`src/rtl/hdp_pkg.sv`:
```
// Shared types, constants and decode functions of the Hamming(24,16) packet decoder.
`default_nettype none

package hdp_pkg;

    localparam int CMDQ_DEPTH = 4;
    localparam int CMDQ_AW    = $clog2(CMDQ_DEPTH);

    localparam logic [1:0] POS_FIRST  = 2'd0;
    localparam logic [1:0] POS_SECOND = 2'd1;
    localparam logic [1:0] POS_PARITY = 2'd2;

    localparam logic [3:0] SYN_UNCORR_LO = 4'd13;
    localparam logic [7:0] BYTE_ERASED   = 8'hFF;
    localparam logic [7:0] BYTE_ZERO     = 8'h00;
    localparam logic [7:0] ERR_MAX       = 8'hFF;

    localparam logic [3:0] PARITY_CODE [8] = '{
        4'd3, 4'd5, 4'd6, 4'd7, 4'd9, 4'd10, 4'd11, 4'd12
    };

    localparam logic [7:0] FLIP_MASK [16] = '{
        8'h00, 8'h00, 8'h00, 8'h01, 8'h00, 8'h02, 8'h04, 8'h08,
        8'h00, 8'h10, 8'h20, 8'h40, 8'h80, 8'h00, 8'h00, 8'h00
    };

    // One entry of the command queue: every result that one accepted beat causes.
    typedef struct packed {
        logic       pend_en;
        logic [7:0] pend_byte;
        logic       a_en;
        logic [7:0] a_byte;
        logic       eop;
        logic       fin_valid;
        logic [7:0] fin_byte;
        logic [7:0] fin_err;
    } t_cmd;

    function automatic logic [3:0] parity_of(input logic [7:0] d);
        logic [3:0] p;
        p = 4'd0;
        for (int b = 0; b < 8; b++) begin
            if (d[b]) begin
                p = p ^ PARITY_CODE[b];
            end
        end
        return p;
    endfunction

    function automatic logic [7:0] flip_of(input logic [3:0] syn);
        return FLIP_MASK[syn];
    endfunction

    function automatic logic uncorrectable(input logic [3:0] syn);
        return syn >= SYN_UNCORR_LO;
    endfunction

endpackage

`default_nettype wire

```
`src/rtl/hdp_front.sv`:
```
// Front end: accepts packet bytes, decodes each group and queues its results.
`default_nettype none

module hdp_front (
    input  wire logic          i_clk,
    input  wire logic          i_rst_n,
    input  wire logic          i_push,
    input  wire logic [7:0]    i_rx_byte,
    input  wire logic          i_end_of_packet,
    input  wire logic          i_q_full,
    output logic               o_full,
    output logic               o_cmd_push,
    output hdp_pkg::t_cmd      o_cmd
);

    logic [1:0] r_pos, n_pos;
    logic [7:0] r_held_first, n_held_first;
    logic [7:0] r_held_second, n_held_second;
    logic [7:0] r_pend_byte, n_pend_byte;
    logic       r_pend_valid, n_pend_valid;
    logic [7:0] r_err, n_err;

    logic       accept;
    logic       complete;
    logic [7:0] syn;
    logic [7:0] a_corr;
    logic [7:0] b_corr;
    logic [1:0] errs;
    logic [8:0] err_sum;
    logic [7:0] err_sat;
    logic       grp_pend_valid;
    logic [7:0] grp_pend_byte;
    logic [7:0] grp_err;

    assign o_full   = i_q_full;
    assign accept   = i_push && !i_q_full;
    assign complete = (r_pos == hdp_pkg::POS_PARITY);

    always_comb begin
        syn = {hdp_pkg::parity_of(r_held_second), hdp_pkg::parity_of(r_held_first)}
              ^ i_rx_byte;
        a_corr = r_held_first;
        b_corr = r_held_second;
        errs   = 2'd0;
        if (hdp_pkg::uncorrectable(syn[3:0])) begin
            errs = errs + 2'd1;
        end else begin
            a_corr = r_held_first ^ hdp_pkg::flip_of(syn[3:0]);
        end
        if (hdp_pkg::uncorrectable(syn[7:4])) begin
            errs = errs + 2'd1;
        end else begin
            b_corr = r_held_second ^ hdp_pkg::flip_of(syn[7:4]);
        end
        err_sum = {1'b0, r_err} + {7'd0, errs};
        err_sat = err_sum[8] ? hdp_pkg::ERR_MAX : err_sum[7:0];
    end

    always_comb begin
        grp_pend_valid = complete ? 1'b1 : r_pend_valid;
        grp_pend_byte  = complete ? b_corr : r_pend_byte;
        grp_err        = complete ? err_sat : r_err;

        o_cmd.pend_en   = complete && r_pend_valid;
        o_cmd.pend_byte = r_pend_byte;
        o_cmd.a_en      = complete;
        o_cmd.a_byte    = a_corr;
        o_cmd.eop       = i_end_of_packet;
        o_cmd.fin_valid = grp_pend_valid;
        o_cmd.fin_byte  = (!grp_pend_valid || grp_pend_byte == hdp_pkg::BYTE_ERASED)
                          ? hdp_pkg::BYTE_ZERO : grp_pend_byte;
        o_cmd.fin_err   = grp_err;
        o_cmd_push      = accept && (complete || i_end_of_packet);
    end

    always_comb begin
        n_pos         = r_pos;
        n_held_first  = r_held_first;
        n_held_second = r_held_second;
        n_pend_byte   = r_pend_byte;
        n_pend_valid  = r_pend_valid;
        n_err         = r_err;
        if (accept) begin
            case (r_pos)
                hdp_pkg::POS_FIRST: begin
                    n_held_first = i_rx_byte;
                    n_pos        = hdp_pkg::POS_SECOND;
                end
                hdp_pkg::POS_SECOND: begin
                    n_held_second = i_rx_byte;
                    n_pos         = hdp_pkg::POS_PARITY;
                end
                default: begin
                    n_pend_byte  = grp_pend_byte;
                    n_pend_valid = grp_pend_valid;
                    n_err        = grp_err;
                    n_pos        = hdp_pkg::POS_FIRST;
                end
            endcase
            if (i_end_of_packet) begin
                n_pos         = hdp_pkg::POS_FIRST;
                n_held_first  = 8'd0;
                n_held_second = 8'd0;
                n_pend_byte   = 8'd0;
                n_pend_valid  = 1'b0;
                n_err         = 8'd0;
            end
        end
    end

    always_ff @(posedge i_clk) begin
        if (!i_rst_n) begin
            r_pos         <= hdp_pkg::POS_FIRST;
            r_held_first  <= 8'd0;
            r_held_second <= 8'd0;
            r_pend_byte   <= 8'd0;
            r_pend_valid  <= 1'b0;
            r_err         <= 8'd0;
        end else begin
            r_pos         <= n_pos;
            r_held_first  <= n_held_first;
            r_held_second <= n_held_second;
            r_pend_byte   <= n_pend_byte;
            r_pend_valid  <= n_pend_valid;
            r_err         <= n_err;
        end
    end

endmodule

`default_nettype wire

```
`src/rtl/hdp_cmdq.sv`:
```
// Short command queue between the decoding front end and the result back end.
`default_nettype none

module hdp_cmdq (
    input  wire logic          i_clk,
    input  wire logic          i_rst_n,
    input  wire logic          i_push,
    input  hdp_pkg::t_cmd      i_cmd,
    input  wire logic          i_pop,
    output logic               o_full,
    output logic               o_empty,
    output hdp_pkg::t_cmd      o_cmd
);

    hdp_pkg::t_cmd r_mem [hdp_pkg::CMDQ_DEPTH];

    logic [hdp_pkg::CMDQ_AW-1:0] r_wr, n_wr;
    logic [hdp_pkg::CMDQ_AW-1:0] r_rd, n_rd;
    logic [hdp_pkg::CMDQ_AW:0]   r_cnt, n_cnt;
    logic                        do_push;
    logic                        do_pop;

    assign o_full  = (r_cnt == (hdp_pkg::CMDQ_AW+1)'(hdp_pkg::CMDQ_DEPTH));
    assign o_empty = (r_cnt == '0);
    assign o_cmd   = r_mem[r_rd];
    assign do_push = i_push && !o_full;
    assign do_pop  = i_pop && !o_empty;

    always_comb begin
        n_wr  = do_push ? r_wr + 1'b1 : r_wr;
        n_rd  = do_pop ? r_rd + 1'b1 : r_rd;
        n_cnt = r_cnt;
        if (do_push && !do_pop) begin
            n_cnt = r_cnt + 1'b1;
        end else if (do_pop && !do_push) begin
            n_cnt = r_cnt - 1'b1;
        end
    end

    always_ff @(posedge i_clk) begin
        if (do_push) begin
            r_mem[r_wr] <= i_cmd;
        end
    end

    always_ff @(posedge i_clk) begin
        if (!i_rst_n) begin
            r_wr  <= '0;
            r_rd  <= '0;
            r_cnt <= '0;
        end else begin
            r_wr  <= n_wr;
            r_rd  <= n_rd;
            r_cnt <= n_cnt;
        end
    end

endmodule

`default_nettype wire

```
`src/rtl/hdp_back.sv`:
```
// Back end: expands queued commands into result beats held in an output register.
`default_nettype none

module hdp_back (
    input  wire logic          i_clk,
    input  wire logic          i_rst_n,
    input  wire logic          i_q_empty,
    input  hdp_pkg::t_cmd      i_cmd,
    output logic               o_q_pop,
    input  wire logic          i_pop,
    output logic               o_empty,
    output logic [7:0]         o_data_byte,
    output logic               o_data_valid,
    output logic               o_last,
    output logic [7:0]         o_error_count
);

    logic       r_out_valid, n_out_valid;
    logic [2:0] r_done, n_done;
    logic [7:0] r_data_byte, n_data_byte;
    logic       r_data_valid, n_data_valid;
    logic       r_last, n_last;
    logic [7:0] r_error_count, n_error_count;

    logic rem_p, rem_a, rem_e;
    logic sel_p, sel_a, sel_e;
    logic more;
    logic load;

    always_comb begin
        rem_p = i_cmd.pend_en && !r_done[0];
        rem_a = i_cmd.a_en && !r_done[1];
        rem_e = i_cmd.eop && !r_done[2];
        sel_p = rem_p;
        sel_a = !rem_p && rem_a;
        sel_e = !rem_p && !rem_a && rem_e;
        more  = (sel_p && (rem_a || rem_e)) || (sel_a && rem_e);
        load  = !i_q_empty && (!r_out_valid || i_pop);

        o_q_pop = load && !more;

        n_out_valid   = r_out_valid;
        n_done        = r_done;
        n_data_byte   = r_data_byte;
        n_data_valid  = r_data_valid;
        n_last        = r_last;
        n_error_count = r_error_count;
        if (load) begin
            n_out_valid = 1'b1;
            n_done      = more ? (r_done | {sel_e, sel_a, sel_p}) : 3'd0;
            if (sel_p) begin
                n_data_byte = i_cmd.pend_byte;
            end else if (sel_a) begin
                n_data_byte = i_cmd.a_byte;
            end else begin
                n_data_byte = i_cmd.fin_byte;
            end
            n_data_valid  = sel_e ? i_cmd.fin_valid : 1'b1;
            n_last        = sel_e;
            n_error_count = sel_e ? i_cmd.fin_err : 8'd0;
        end else if (i_pop) begin
            n_out_valid = 1'b0;
        end
    end

    always_ff @(posedge i_clk) begin
        if (!i_rst_n) begin
            r_out_valid <= 1'b0;
            r_done      <= 3'd0;
        end else begin
            r_out_valid <= n_out_valid;
            r_done      <= n_done;
        end
        r_data_byte   <= n_data_byte;
        r_data_valid  <= n_data_valid;
        r_last        <= n_last;
        r_error_count <= n_error_count;
    end

    assign o_empty       = !r_out_valid;
    assign o_data_byte   = r_data_byte;
    assign o_data_valid  = r_data_valid;
    assign o_last        = r_last;
    assign o_error_count = r_error_count;

endmodule

`default_nettype wire

```
`src/rtl/hamming_24_16_packet_decoder_top.sv`:
```
// Usage: packet bytes are pushed in while full is low, one beat per cycle. Every
// group of three bytes (data A, data B, parity) is checked and single-bit errors
// are corrected. A group's parity byte yields the held-back B of the previous
// group, if any, and then the corrected A. The beat marked end_of_packet yields
// one final beat with last set, carrying the held-back B (0xFF read as 0x00)
// and the count of uncorrectable nibbles, which saturates at 255.
// Results are read like a queue: a beat waits on the outputs while empty is low
// and leaves on pop. A result passes the command queue and output register before
// it is visible. Input takes one beat per cycle while full is low; output gives
// one per cycle while pop is high, so a beat's up to three results leave in turn.
// A four-entry command queue sits between decoding and output; when the reader
// stalls it fills and full rises, holding the sender back. Synchronous reset
// empties the queue and output register and clears the group state.
`default_nettype none

module hamming_24_16_packet_decoder_top (
    input  wire logic       i_clk,
    input  wire logic       i_rst_n,
    input  wire logic       push,
    output logic            full,
    input  wire logic [7:0] i_rx_byte,
    input  wire logic       i_end_of_packet,
    output logic            empty,
    input  wire logic       pop,
    output logic [7:0]      o_data_byte,
    output logic            o_data_valid,
    output logic            o_last,
    output logic [7:0]      o_error_count
);

    hdp_pkg::t_cmd front_cmd;
    hdp_pkg::t_cmd head_cmd;
    logic          cmd_push;
    logic          q_full;
    logic          q_empty;
    logic          q_pop;

    hdp_front u_front (
        .i_clk           (i_clk),
        .i_rst_n         (i_rst_n),
        .i_push          (push),
        .i_rx_byte       (i_rx_byte),
        .i_end_of_packet (i_end_of_packet),
        .i_q_full        (q_full),
        .o_full          (full),
        .o_cmd_push      (cmd_push),
        .o_cmd           (front_cmd)
    );

    hdp_cmdq u_cmdq (
        .i_clk   (i_clk),
        .i_rst_n (i_rst_n),
        .i_push  (cmd_push),
        .i_cmd   (front_cmd),
        .i_pop   (q_pop),
        .o_full  (q_full),
        .o_empty (q_empty),
        .o_cmd   (head_cmd)
    );

    hdp_back u_back (
        .i_clk         (i_clk),
        .i_rst_n       (i_rst_n),
        .i_q_empty     (q_empty),
        .i_cmd         (head_cmd),
        .o_q_pop       (q_pop),
        .i_pop         (pop),
        .o_empty       (empty),
        .o_data_byte   (o_data_byte),
        .o_data_valid  (o_data_valid),
        .o_last        (o_last),
        .o_error_count (o_error_count)
    );

    a_no_push_when_full : assert property (@(posedge i_clk) disable iff (!i_rst_n)
        cmd_push |-> !q_full)
        else $error("Command pushed into a full queue.");

    a_count_only_on_last : assert property (@(posedge i_clk) disable iff (!i_rst_n)
        (!empty && !o_last) |-> (o_error_count == 8'd0 && o_data_valid))
        else $error("Non-final beat carries an error count or no data.");

    a_invalid_is_final_zero : assert property (@(posedge i_clk) disable iff (!i_rst_n)
        (!empty && !o_data_valid) |-> (o_last && o_data_byte == 8'd0))
        else $error("Beat without data is not a cleared final beat.");

    a_pop_needs_result : assert property (@(posedge i_clk) disable iff (!i_rst_n)
        q_pop |-> !q_empty)
        else $error("Command popped from an empty queue.");

endmodule

`default_nettype wire
```
`config.mk`:
```
export PLATFORM = sky130hd
export DESIGN_NAME = hamming_24_16_packet_decoder_top
export DESIGN_NICKNAME = d
export VERILOG_FILES = /design/src/rtl/hdp_pkg.sv /design/src/rtl/hdp_front.sv /design/src/rtl/hdp_cmdq.sv /design/src/rtl/hdp_back.sv /design/src/rtl/hamming_24_16_packet_decoder_top.sv
export SDC_FILE = /design/constraint.sdc
export NUM_CORES = 1
export LEC_CHECK = 0
export ABC_CLOCK_PERIOD_IN_PS = 4750
export BUFFER_PORTS_ARGS = -buffer_cell sky130_fd_sc_hd__buf_2
export CORE_AREA = 4 4 153 111
export CTS_BUF_LIST = sky130_fd_sc_hd__clkbuf_4 sky130_fd_sc_hd__clkbuf_8
export DETAILED_ROUTE_END_ITERATION = 8
export DIE_AREA = 0 0 157 115
export GPL_TIMING_DRIVEN = 0
export HOLD_SLACK_MARGIN = 0.06
export PLACE_DENSITY = 0.78
export SLEW_MARGIN = 15
export SYNTH_ARGS = -nofsm -noshare
export SYNTH_HDL_FRONTEND = slang
export SYNTH_SLANG_ARGS = --single-unit
```
`constraint.sdc`:
```
create_clock -name i_clk -period 4.75 [get_ports i_clk]
set_clock_uncertainty 0.2 [all_clocks]
set_input_delay 0.475 -clock i_clk [delete_from_list [all_inputs] [get_ports i_clk]]
set_output_delay 0.475 -clock i_clk [all_outputs]
set_load 0.05 [all_outputs]
```
==> tab_implementation.tex, run 1 <==
\begin{tabular}{lr}
\hline
Metric & Value \\
\hline
\multicolumn{2}{l}{\textbf{Status}} \\
Run status & finished clean \\
\multicolumn{2}{l}{\textbf{Clocking}} \\
Clock tree root driver cell & clkbuf\_8 \\
Clock insertion delay at the later pin of the skew report & 0.57 ns \\
CTS buffer count & 30 \\
Resized cells post-CTS & 0 \\
H-tree depth & 1 \\
Clock tree from TritonCTS & done \\
Clock Sinks & 210 \\
Clock transition at path regs & $\sim$0.07 ns \\
Buffer depth of the longest clock path & 3 \\
\multicolumn{2}{l}{\textbf{Global route}} \\
Number of antenna violations at the first check in global routing & 0 \\
Grt ovf & 0 \\
Largest net degree at the start of global routing & 24 \\
First-pass GRT wire length & between 30 and 40 mm \\
All-Layer GR Usage & between 20\% and 30\% \\
Number of global-route vias before repair & 5,597 \\
\multicolumn{2}{l}{\textbf{Route}} \\
Overall via count from detail\_route & between 5,000 and 6,000 \\
Number of design-rule violations left by the first detailed-router iteration & 528 \\
Remaining DRCs & 0 \\
Post-route antenna net violation count & 0 \\
Routed length per instance & 20.6 um \\
Final routed wirelength across all metal layers & 19.2 mm \\
Via density per instance & about 6.0 \\
Router iterations before antenna repair & 5 \\
\multicolumn{2}{l}{\textbf{Placed design}} \\
Number of cells after detailed placement & 865 \\
Buffers added on ports & 31 \\
Routability Congestion & just under 0.9 \\
Hpwl dp & 12.9 mm \\
\multicolumn{2}{l}{\textbf{Synthesis}} \\
Gate count of the mapped netlist & 630 \\
Synthesized area divided by synthesized cell count & 14.5 sq um \\
Number of warning messages in the yosys log & 0 \\
Sequential cell area fraction in the yosys report & 63.7\% \\
Synth Net Count & $\sim$650 \\
Share of async-settable or async-resettable flops after synthesis & 0\% \\
Mapped cell area & 0.00915 sq mm \\
Count of different cell masters after synthesis & 53 \\
Dominant register cell in the synthesized netlist & edfxtp\_1 \\
Post-synth EDFFs & 162 \\
Synth Register Bits & 210 \\
\multicolumn{2}{l}{\textbf{Critical path}} \\
Data required time at the worst endpoint & approximately 5 ns \\
Register-to-register setup slack & 0.43 ns \\
CP Launch Type & flop \\
Crit Path Max Fanout & 10 \\
Start point of the critical path & u\_front.r\_held\_second[6]\$\_SDFFE\_PN0P\_ \\
Data arrival at the endpoint of the critical path & between 4 and 5 ns \\
Type of the worst setup path & reg -> reg \\
Cell depth of the worst flop-to-flop path & 16 \\
Category of the worst setup path capture point & flop \\
FF-to-FF Start & u\_front.r\_held\_second[6]\$\_SDFFE\_PN0P\_ \\
\multicolumn{2}{l}{\textbf{STA}} \\
Transition time at the pin with the least slew margin & $\sim$1.1 ns \\
Setup tns final & 0 ns \\
Max-slew violation count & 0 \\
Number of setup violations in the final report & 0 \\
Share of the clock period used by the worst path & 90.9\% \\
Final count of hold timing violations & 0 \\
Timing-limited maximum frequency & 232 MHz \\
Shortest clock period the worst path allows after layout & 4.32 ns \\
Max transition margin & between 20\% and 30\% \\
Unrepaired setup endpoints after global routing & false \\
\multicolumn{2}{l}{\textbf{Layout}} \\
Relative area change from synthesis to final layout & 13.9\% \\
Core occupancy in the finished layout & 67.8\% \\
Share of post-route cells with drive strength above 1 & between 10\% and 20\% \\
Number of nets in the layout & 730 \\
Non-filler instance count after layout & between 900 and 1,000 \\
Number of fill cells & 1,033 \\
Ant. Diodes & 0 \\
\multicolumn{2}{l}{\textbf{Floorplanning}} \\
Y dimension of the die & between 100 and 150 um \\
Rows & 38 \\
Starting density of the core & 59.5\% \\
Area of the core & 0.0154 sq mm \\
Overall die area & about 0.018 sq mm \\
X dimension of the die & 157 um \\
Boundary Pins & 33 \\
\multicolumn{2}{l}{\textbf{Pwr}} \\
Leak Pwr & 3.50 nW \\
Power per standard cell area & a little over 500 mW/mm\^{}2 \\
Total power & about 5.2 mW \\
Maximum vdd ir drop & a little under 0.4 mV \\
\multicolumn{2}{l}{\textbf{Flow run}} \\
Max capacitance violation total & 0 \\
\multicolumn{2}{l}{\textbf{Min path}} \\
Hold WC Path Type & in -> reg \\
Hold-critical path depth & 2 \\
Worst hold start & i\_rst\_n \\
\hline
\end{tabular}
[report_power, final]
part	total (mW)	switching (mW)	internal, mW
clock network	1.52	0.668	0.852
logic	1.46	0.945	0.510
registers	2.27	0.0644	2.21
[Yosys cell counts (5+ instances only)]
| master | count | area, sq um |
|---|---|---|
| a21boi_0 | 8 | 60.1 |
| a21oi_1 | 22 | 110 |
| a22oi_1 | 26 | 195 |
| and2_1 | 13 | 81.3 |
| buf_2 | 6 | 30.0 |
| clkbuf_1 | 21 | 78.8 |
| dfxtp_1 | 48 | 961 |
| edfxtp_1 | 162 | 4860 |
| ha_1 | 8 | 100 |
| inv_1 | 16 | 60.1 |
| mux2i_1 | 9 | 90.1 |
| mux4_2 | 36 | 811 |
| nand2_1 | 33 | 124 |
| nand2b_1 | 9 | 56.3 |
| nand3_1 | 11 | 55.1 |
| nand4_1 | 5 | 31.3 |
| nor2_1 | 28 | 105 |
| nor2b_1 | 42 | 263 |
| nor3_1 | 6 | 30.0 |
| nor3b_1 | 5 | 37.5 |
| o21ai_0 | 14 | 70.1 |
| xnor2_1 | 40 | 350 |
| xor2_1 | 11 | 96.3 |
[metrics by stage]
stage / hold slack [ns] / cell area, sq um / worst slack [ns]
final: 0.109 / 10400 / 0.433
after global routing: 0.101 / 10400 / 0.169
after CTS: 0.103 / 10400 / 0.471
after detailed placement: 0.283 / 9660 / 0.499
after global placement: 0.261 / 9550 / 0.590
after floorplan: 0.243 / 9150 / 0.946
[state kept, by name, summed over array words and instances (netlist names), 3 cells and up, named ones only]
register	count
u_cmdq.r_cnt	3
u_back.r_done	3
u_front.r_held_second	8
u_front.r_pend_byte	8
u_back.o_data_byte	8
u_front.r_held_first	8
u_cmdq.r_mem	144
u_front.r_err	8
u_back.o_error_count	8
[worst paths after layout]
kind,end
max,u_front.r_err[0]$_SDFFE_PN0P_
min,u_front.r_err[2]$_SDFFE_PN0P_
max reg2reg,u_front.r_err[0]$_SDFFE_PN0P_
min reg2reg,u_back.r_done[2]$_SDFFE_PN0P_
[layer usage]
layer	up-vias	track usage, %	routed length, um
met3	30	4.70	1730
met1	2761	32.6	8270
met5	-	0.265	0
li1	2523	-	-
met4	0	4.91	325
met2	255	34.2	8870
[what timing repair did]
action | 4_1_cts | 5_1_grt
buffers inserted | 0 | 0
hold buffers | 10 | 0
hold endpoints to repair | 19 | 0
[cell families (layout without fill, tap and decap cells)]
| logic type | after synthesis | in the layout | share of synthesized area [%] |
|---|---|---|---|
| compound gates | 88 | 88 | 6.27 |
| xor+xnor | 56 | 56 | 6.16 |
| fa+ha+maj | 11 | 11 | 1.64 |
| buf+inv | 48 | 148 | 2.09 |
| flops | 210 | 210 | 63.7 |
| mux | 46 | 46 | 9.97 |
| simple gates | 171 | 171 | 10.2 |
[critical path, cell delays in order, from the launching register on]
cell and delay, ns:
dfxtp_1 0.31, clkbuf_1 0.34, xnor3_2 0.39, xnor3_2 0.48, nor2_1 0.12, nor3_1 0.06, ha_1 0.30, ha_1 0.17
inv_1 0.06, fa_1 0.38, nor2_1 0.31, nand4_1 0.16, or2_2 0.31, clkbuf_1 0.19, a21boi_0 0.19, o21ai_0 0.18
and2_1 0.14
[final cells by class]
cell class	count	area, sq um	share of cell area (%)
inverters	16	60.1	0.577
clock inverters	15	153	1.47
clock buffers	40	500	4.81
repair buffers	45	335	3.22
flip-flops and latches	210	5830	55.9
plain buffers	32	131	1.26
well taps	200	250	2.40
multi-input cells	372	3160	30.3
[layout by cell type (no fill, tap or decap), types with 5 or more instances in the layout]
cell type,n
nor2_1,28
nor3_1,6
clkbuf_4,8
a21boi_0,8
nand3_1,11
mux2i_1,9
xor2_1,11
edfxtp_1,162
ha_1,8
mux4_2,36
nor3b_1,5
inv_1,16
o21ai_0,14
nand4_1,5
a22oi_1,26
nor2b_1,42
clkinv_1,7
xnor2_1,40
buf_2,37
a21oi_1,21
nand2b_1,9
dfxtp_1,48
nand2_1,33
clkbuf_1,21
and2_1,9
clkbuf_8,32
dlygate4sd3_1,10
(Power assumes the default switching activity.)
==> inputs of run 2 (changes only) <==
--- a/config.mk
+++ b/config.mk
@@ -5,15 +5,16 @@
 export SDC_FILE = /design/constraint.sdc
 export NUM_CORES = 1
 export LEC_CHECK = 0
+export ABC_AREA = 1
 export ABC_CLOCK_PERIOD_IN_PS = 4750
 export BUFFER_PORTS_ARGS = -buffer_cell sky130_fd_sc_hd__buf_2
-export CORE_AREA = 4 4 153 111
+export CORE_AREA = 4 4 155 112
 export CTS_BUF_LIST = sky130_fd_sc_hd__clkbuf_4 sky130_fd_sc_hd__clkbuf_8
 export DETAILED_ROUTE_END_ITERATION = 8
-export DIE_AREA = 0 0 157 115
+export DIE_AREA = 0 0 159 116
 export GPL_TIMING_DRIVEN = 0
 export HOLD_SLACK_MARGIN = 0.06
-export PLACE_DENSITY = 0.78
+export PLACE_DENSITY = 0.79
 export SLEW_MARGIN = 15
 export SYNTH_ARGS = -nofsm -noshare
 export SYNTH_HDL_FRONTEND = slang
==> run 2 against run 1 <==
Effect of this change:
- global-route usage rose by 0.91 points
- first-iteration DRC count up 23%
- synthesized area increased by 2.5%
- via count increased by 25%
- critical path type unchanged
- highest routed layer unchanged
- combinational power grew 20%
- largest cell class unchanged
==> tab_implementation.tex, run 2 <==
\begin{tabular}{lr}
\hline
Metric & Value \\
\hline
\multicolumn{2}{l}{\textbf{Clocking}} \\
Clock insertion delay at the later pin of the skew report & 0.56 ns (about the same) \\
Clock tree root driver cell & clkbuf\_8 \\
Clock Sinks & 210 (unchanged) \\
CTS buffer count & 30 (unchanged) \\
Post-CTS setup-driven buffer insertion count & 0 (unchanged) \\
Clock transition at path regs & 0.07 ns (about the same) \\
Clock tree from TritonCTS & done \\
H-tree depth & 1 (unchanged) \\
Buffer depth of the longest clock path & 3 (unchanged) \\
Resized cells post-CTS & 0 (unchanged) \\
\multicolumn{2}{l}{\textbf{Synthesis}} \\
Top-count cell post-synth & nand2\_1 \\
Mapped cell area & 0.00937 sq mm (+2.5\%) \\
Most numerous cell types in the synthesized netlist & nand2\_1, edfxtp\_1, nor2\_1 \\
Gate count of the mapped netlist & 944 (+50\%) \\
Synthesized area divided by synthesized cell count & 9.93 sq um (-32\%) \\
Number of warning messages in the yosys log & 0 (unchanged) \\
Dominant register cell in the synthesized netlist & edfxtp\_1 \\
Synth Register Bits & 210 (unchanged) \\
Sequential cell area fraction in the yosys report & 62.2\% (-1.5 points) \\
Share of async-settable or async-resettable flops after synthesis & 0\% (unchanged) \\
Main area contributors after synthesis & edfxtp\_1, dfxtp\_1, nand2\_1 \\
Post-synth EDFFs & 162 (unchanged) \\
Cell type with the largest total area after synthesis & edfxtp\_1 \\
Post-synth top area share & 51.9\% (-1.3 points) \\
Count of different cell masters after synthesis & 38 (-28\%) \\
Synth Net Count & 967 (+48\%) \\
\multicolumn{2}{l}{\textbf{Layout}} \\
Share of post-route cells with drive strength above 1 & 15.1\% (-4.1 points) \\
Number of nets in the layout & 1,042 (+43\%) \\
Ant. Diodes & 0 (unchanged) \\
Top library cells by usage in the layout, fill and taps aside & nand2\_1, edfxtp\_1, nor2\_1, o21ai\_0, a21oi\_1 \\
Most common library cell in the layout ignoring fill and taps & nand2\_1 \\
Register bank with the most flops & u\_cmdq.r\_mem \\
Number of flip-flops under the largest register name & 144 (unchanged) \\
Core occupancy in the finished layout & 66.6\% (-1.2 points) \\
Relative area change from synthesis to final layout & 13.4\% \\
\multicolumn{2}{l}{\textbf{Route}} \\
Final routed wirelength across all metal layers & 21.2 mm (+11\%) \\
Number of design-rule violations left by the first detailed-router iteration & 651 (+23\%) \\
Router iterations before antenna repair & 5 (unchanged) \\
Overall via count from detail\_route & 6,945 (+25\%) \\
Post-route antenna net violation count & 0 (unchanged) \\
Routed length per instance & 17.0 um (-17\%) \\
Via density per instance & 5.57 (-7.0\%) \\
Remaining DRCs & 0 (unchanged) \\
\multicolumn{2}{l}{\textbf{Pwr}} \\
Net switching power of the design & 2.02 mW (+20\%) \\
Power share of the clock group & 26.4\% (-2.6 points) \\
Power per standard cell area & 517 mW/mm\^{}2 (+2.6\%) \\
Switching fraction of total power & 36.8\% (+4.8 points) \\
Sequential power share & 41.7\% (-1.6 points) \\
Pint & 3.47 mW (-2.6\%) \\
Maximum vdd ir drop & 0.332 mV (-15\%) \\
Logic gate share of total power & 31.9\% (+4.2 points) \\
Leak Pwr & 3.91 nW (+12\%) \\
\multicolumn{2}{l}{\textbf{Critical path}} \\
Critical path's top delay family & XOR/XNOR gates \\
Crit Path Max Fanout & 7 (-3) \\
Type of the worst setup path & reg -> reg \\
Critical path buffer and inverter count & 2 (-1) \\
Category of the worst setup path capture point & flop \\
Crit path largest cell delay & 0.44 ns (-0.04 ns) \\
Data required time at the worst endpoint & 5.04 ns (about the same) \\
Cell repeated most along the worst path & xor2\_1 \\
CP Launch Type & flop \\
Critical path's slowest cell & dfxtp\_1 \\
Crit-path cells & xnor2\_1, xor2\_1, xor2\_1, xor2\_1, xnor2\_1, nor2\_2, nor3\_1, ha\_1, ha\_1, inv\_1, fa\_1, inv\_1, nand3\_1, nor2\_1, nand4\_1, a21boi\_0, o21ai\_1, nand2\_1, a21oi\_1 \\
Data arrival at the endpoint of the critical path & 4.48 ns (-0.13 ns) \\
\multicolumn{2}{l}{\textbf{Floorplanning}} \\
Starting density of the core & 58.7\% (-0.82 points) \\
Y dimension of the die & 116 um (+0.87\%) \\
Boundary Pins & 33 (unchanged) \\
Overall die area & 0.0184 sq mm (+2.2\%) \\
Area of the core & 0.0160 sq mm (+3.9\%) \\
Rows & 39 (+2.6\%) \\
X dimension of the die & 159 um (+1.3\%) \\
\multicolumn{2}{l}{\textbf{STA}} \\
Max transition margin & 46.7\% (+18 points) \\
Final count of hold timing violations & 0 (unchanged) \\
Max-slew violation count & 0 (unchanged) \\
Transition time at the pin with the least slew margin & 0.799 ns (-0.273 ns) \\
Share of the clock period used by the worst path & 88.3\% (-2.6 points) \\
Shortest clock period the worst path allows after layout & 4.20 ns (-0.121 ns) \\
Unrepaired setup endpoints after global routing & false \\
Number of setup violations in the final report & 0 (unchanged) \\
Setup tns final & 0 ns (unchanged) \\
Timing-limited maximum frequency & 238 MHz (+2.9\%) \\
\multicolumn{2}{l}{\textbf{Global route}} \\
Grt ovf & 0 (unchanged) \\
Number of antenna violations at the first check in global routing & 0 (unchanged) \\
First-pass GRT wire length & 33.4 mm (+9.4\%) \\
All-Layer GR Usage & 22.9\% (+0.91 points) \\
Largest net degree at the start of global routing & 26 (+8.3\%) \\
Number of global-route vias before repair & 6,244 (+12\%) \\
\multicolumn{2}{l}{\textbf{Placed design}} \\
Hpwl dp & 14.4 mm (+12\%) \\
Routability Congestion & 0.905 (+1.3\%) \\
Buffers added on ports & 31 (unchanged) \\
\multicolumn{2}{l}{\textbf{Status}} \\
Run status & finished clean \\
\multicolumn{2}{l}{\textbf{Min path}} \\
Hold WC Path Type & in -> reg \\
\multicolumn{2}{l}{\textbf{Flow run}} \\
Max capacitance violation total & 0 (unchanged) \\
\hline
\end{tabular}
==> run 2: cell types whose count changed after synthesis, sizes merged, moves of 9 or more <==
cell    previous run  this run
inv               16        61
mux4              36         0
o21ai             17        84
a22oi             26         0
nand2b             9         0
mux2i              9         0
a21oi             22        59
and2              13         0
nor2b             42         0
o22ai              0        25
nand2             33       218
xnor2             40        17
nor2              28       137
nand3             11        48
==> run 2: timing repair <==
action | 4_1_cts | 5_1_grt
hold buffers | 8 | 0
endpoints found under the hold margin | 16 | 0
endpoints found under the setup margin | 0 | 0
==> run 2: final timing paths <==
path                                                      startpoint                            end  slack [ns]  cells past startpoint
worst max-delay path            u_front.r_held_first[2]$_SDFFE_PN0P_  u_front.r_err[7]$_SDFFE_PN0P_        0.55                     19
worst min-delay path                                 i_end_of_packet  u_cmdq.r_mem[3][17]$_DFFE_PP_         0.1                      1
worst max register to register  u_front.r_held_first[2]$_SDFFE_PN0P_  u_front.r_err[7]$_SDFFE_PN0P_        0.55                     19
worst min register to register         u_back.r_done[2]$_SDFFE_PN0P_  u_back.r_done[2]$_SDFFE_PN0P_        0.24                      2
==> run 2: layout make-up <==
type | instances | area [sq um]
inverters | 63 | 244
flip-flops and latches | 210 | 5830
multi-input cells | 634 | 3170
clock inverters | 7 | 60.1
fillers | 1157 | 5330
repair buffers | 43 | 338
well taps | 205 | 256
plain buffers | 37 | 175
clock buffers | 48 | 561
==> run 2: layer usage <==
layer	wire, um	part of all wire, %	vias up	global-route usage, %
met2	9250	44	321	35.1
met5	0	0	-	0
met4	249	1.2	0	4.86
met1	9600	45	3219	34.6
li1	-	-	3383	-
met3	2140	10	22	4.37
==> run 2: power by group through the flow <==
stage | registers, mW | clock network [mW] | logic (mW)
after floorplan | 2.60 | 0 | 0.939
after global placement | 2.33 | 0 | 1.66
after detailed placement | 2.33 | 0 | 1.72
after CTS | 2.29 | 1.47 | 1.74
after global routing | 2.30 | 1.56 | 1.91
final | 2.29 | 1.45 | 1.75
==> run 2: logic make-up after synthesis <==
| group | count (synthesis) | share of synthesized area [%] |
|---|---|---|
| flip-flops | 210 | 62.2 |
| AO/OA/AOI/OAI | 175 | 9.93 |
| adder cells (fa/ha/maj) | 10 | 1.50 |
| buffers and inverters | 100 | 4.47 |
| XOR/XNOR | 26 | 2.43 |
| AND/OR/NAND/NOR | 423 | 19.5 |
==> run 2: metrics by stage <==
stage | worst slack (ns) | instance area, sq um | total power [mW] | hold WS [ns] | std cells
floorplan | 1.10 | 9370 | 3.54 | 0.215 | 944
global placement | -0.0632 | 9780 | 3.99 | 0.223 | 1180
detailed placement | 0.539 | 9930 | 4.05 | 0.234 | 1184
CTS | 0.508 | 10600 | 5.50 | 0.0694 | 1247
global route | 0.106 | 10600 | 5.78 | 0.0744 | 1247
finish | 0.554 | 10600 | 5.49 | 0.0986 | 1247
==> run 2: worst register-to-register path: stages, from the launching register on <==
cell      delay [ns]
dfxtp_1         0.44
xnor2_1         0.16
xor2_1          0.18
xor2_1          0.19
xor2_1          0.27
xnor2_1         0.25
nor2_2          0.09
nor3_1          0.27
ha_1            0.20
ha_1            0.16
inv_1           0.06
fa_1            0.37
inv_1           0.08
nand3_1         0.09
nor2_1          0.13
nand4_1         0.28
a21boi_0        0.22
o21ai_1         0.24
nand2_1         0.10
a21oi_1         0.13
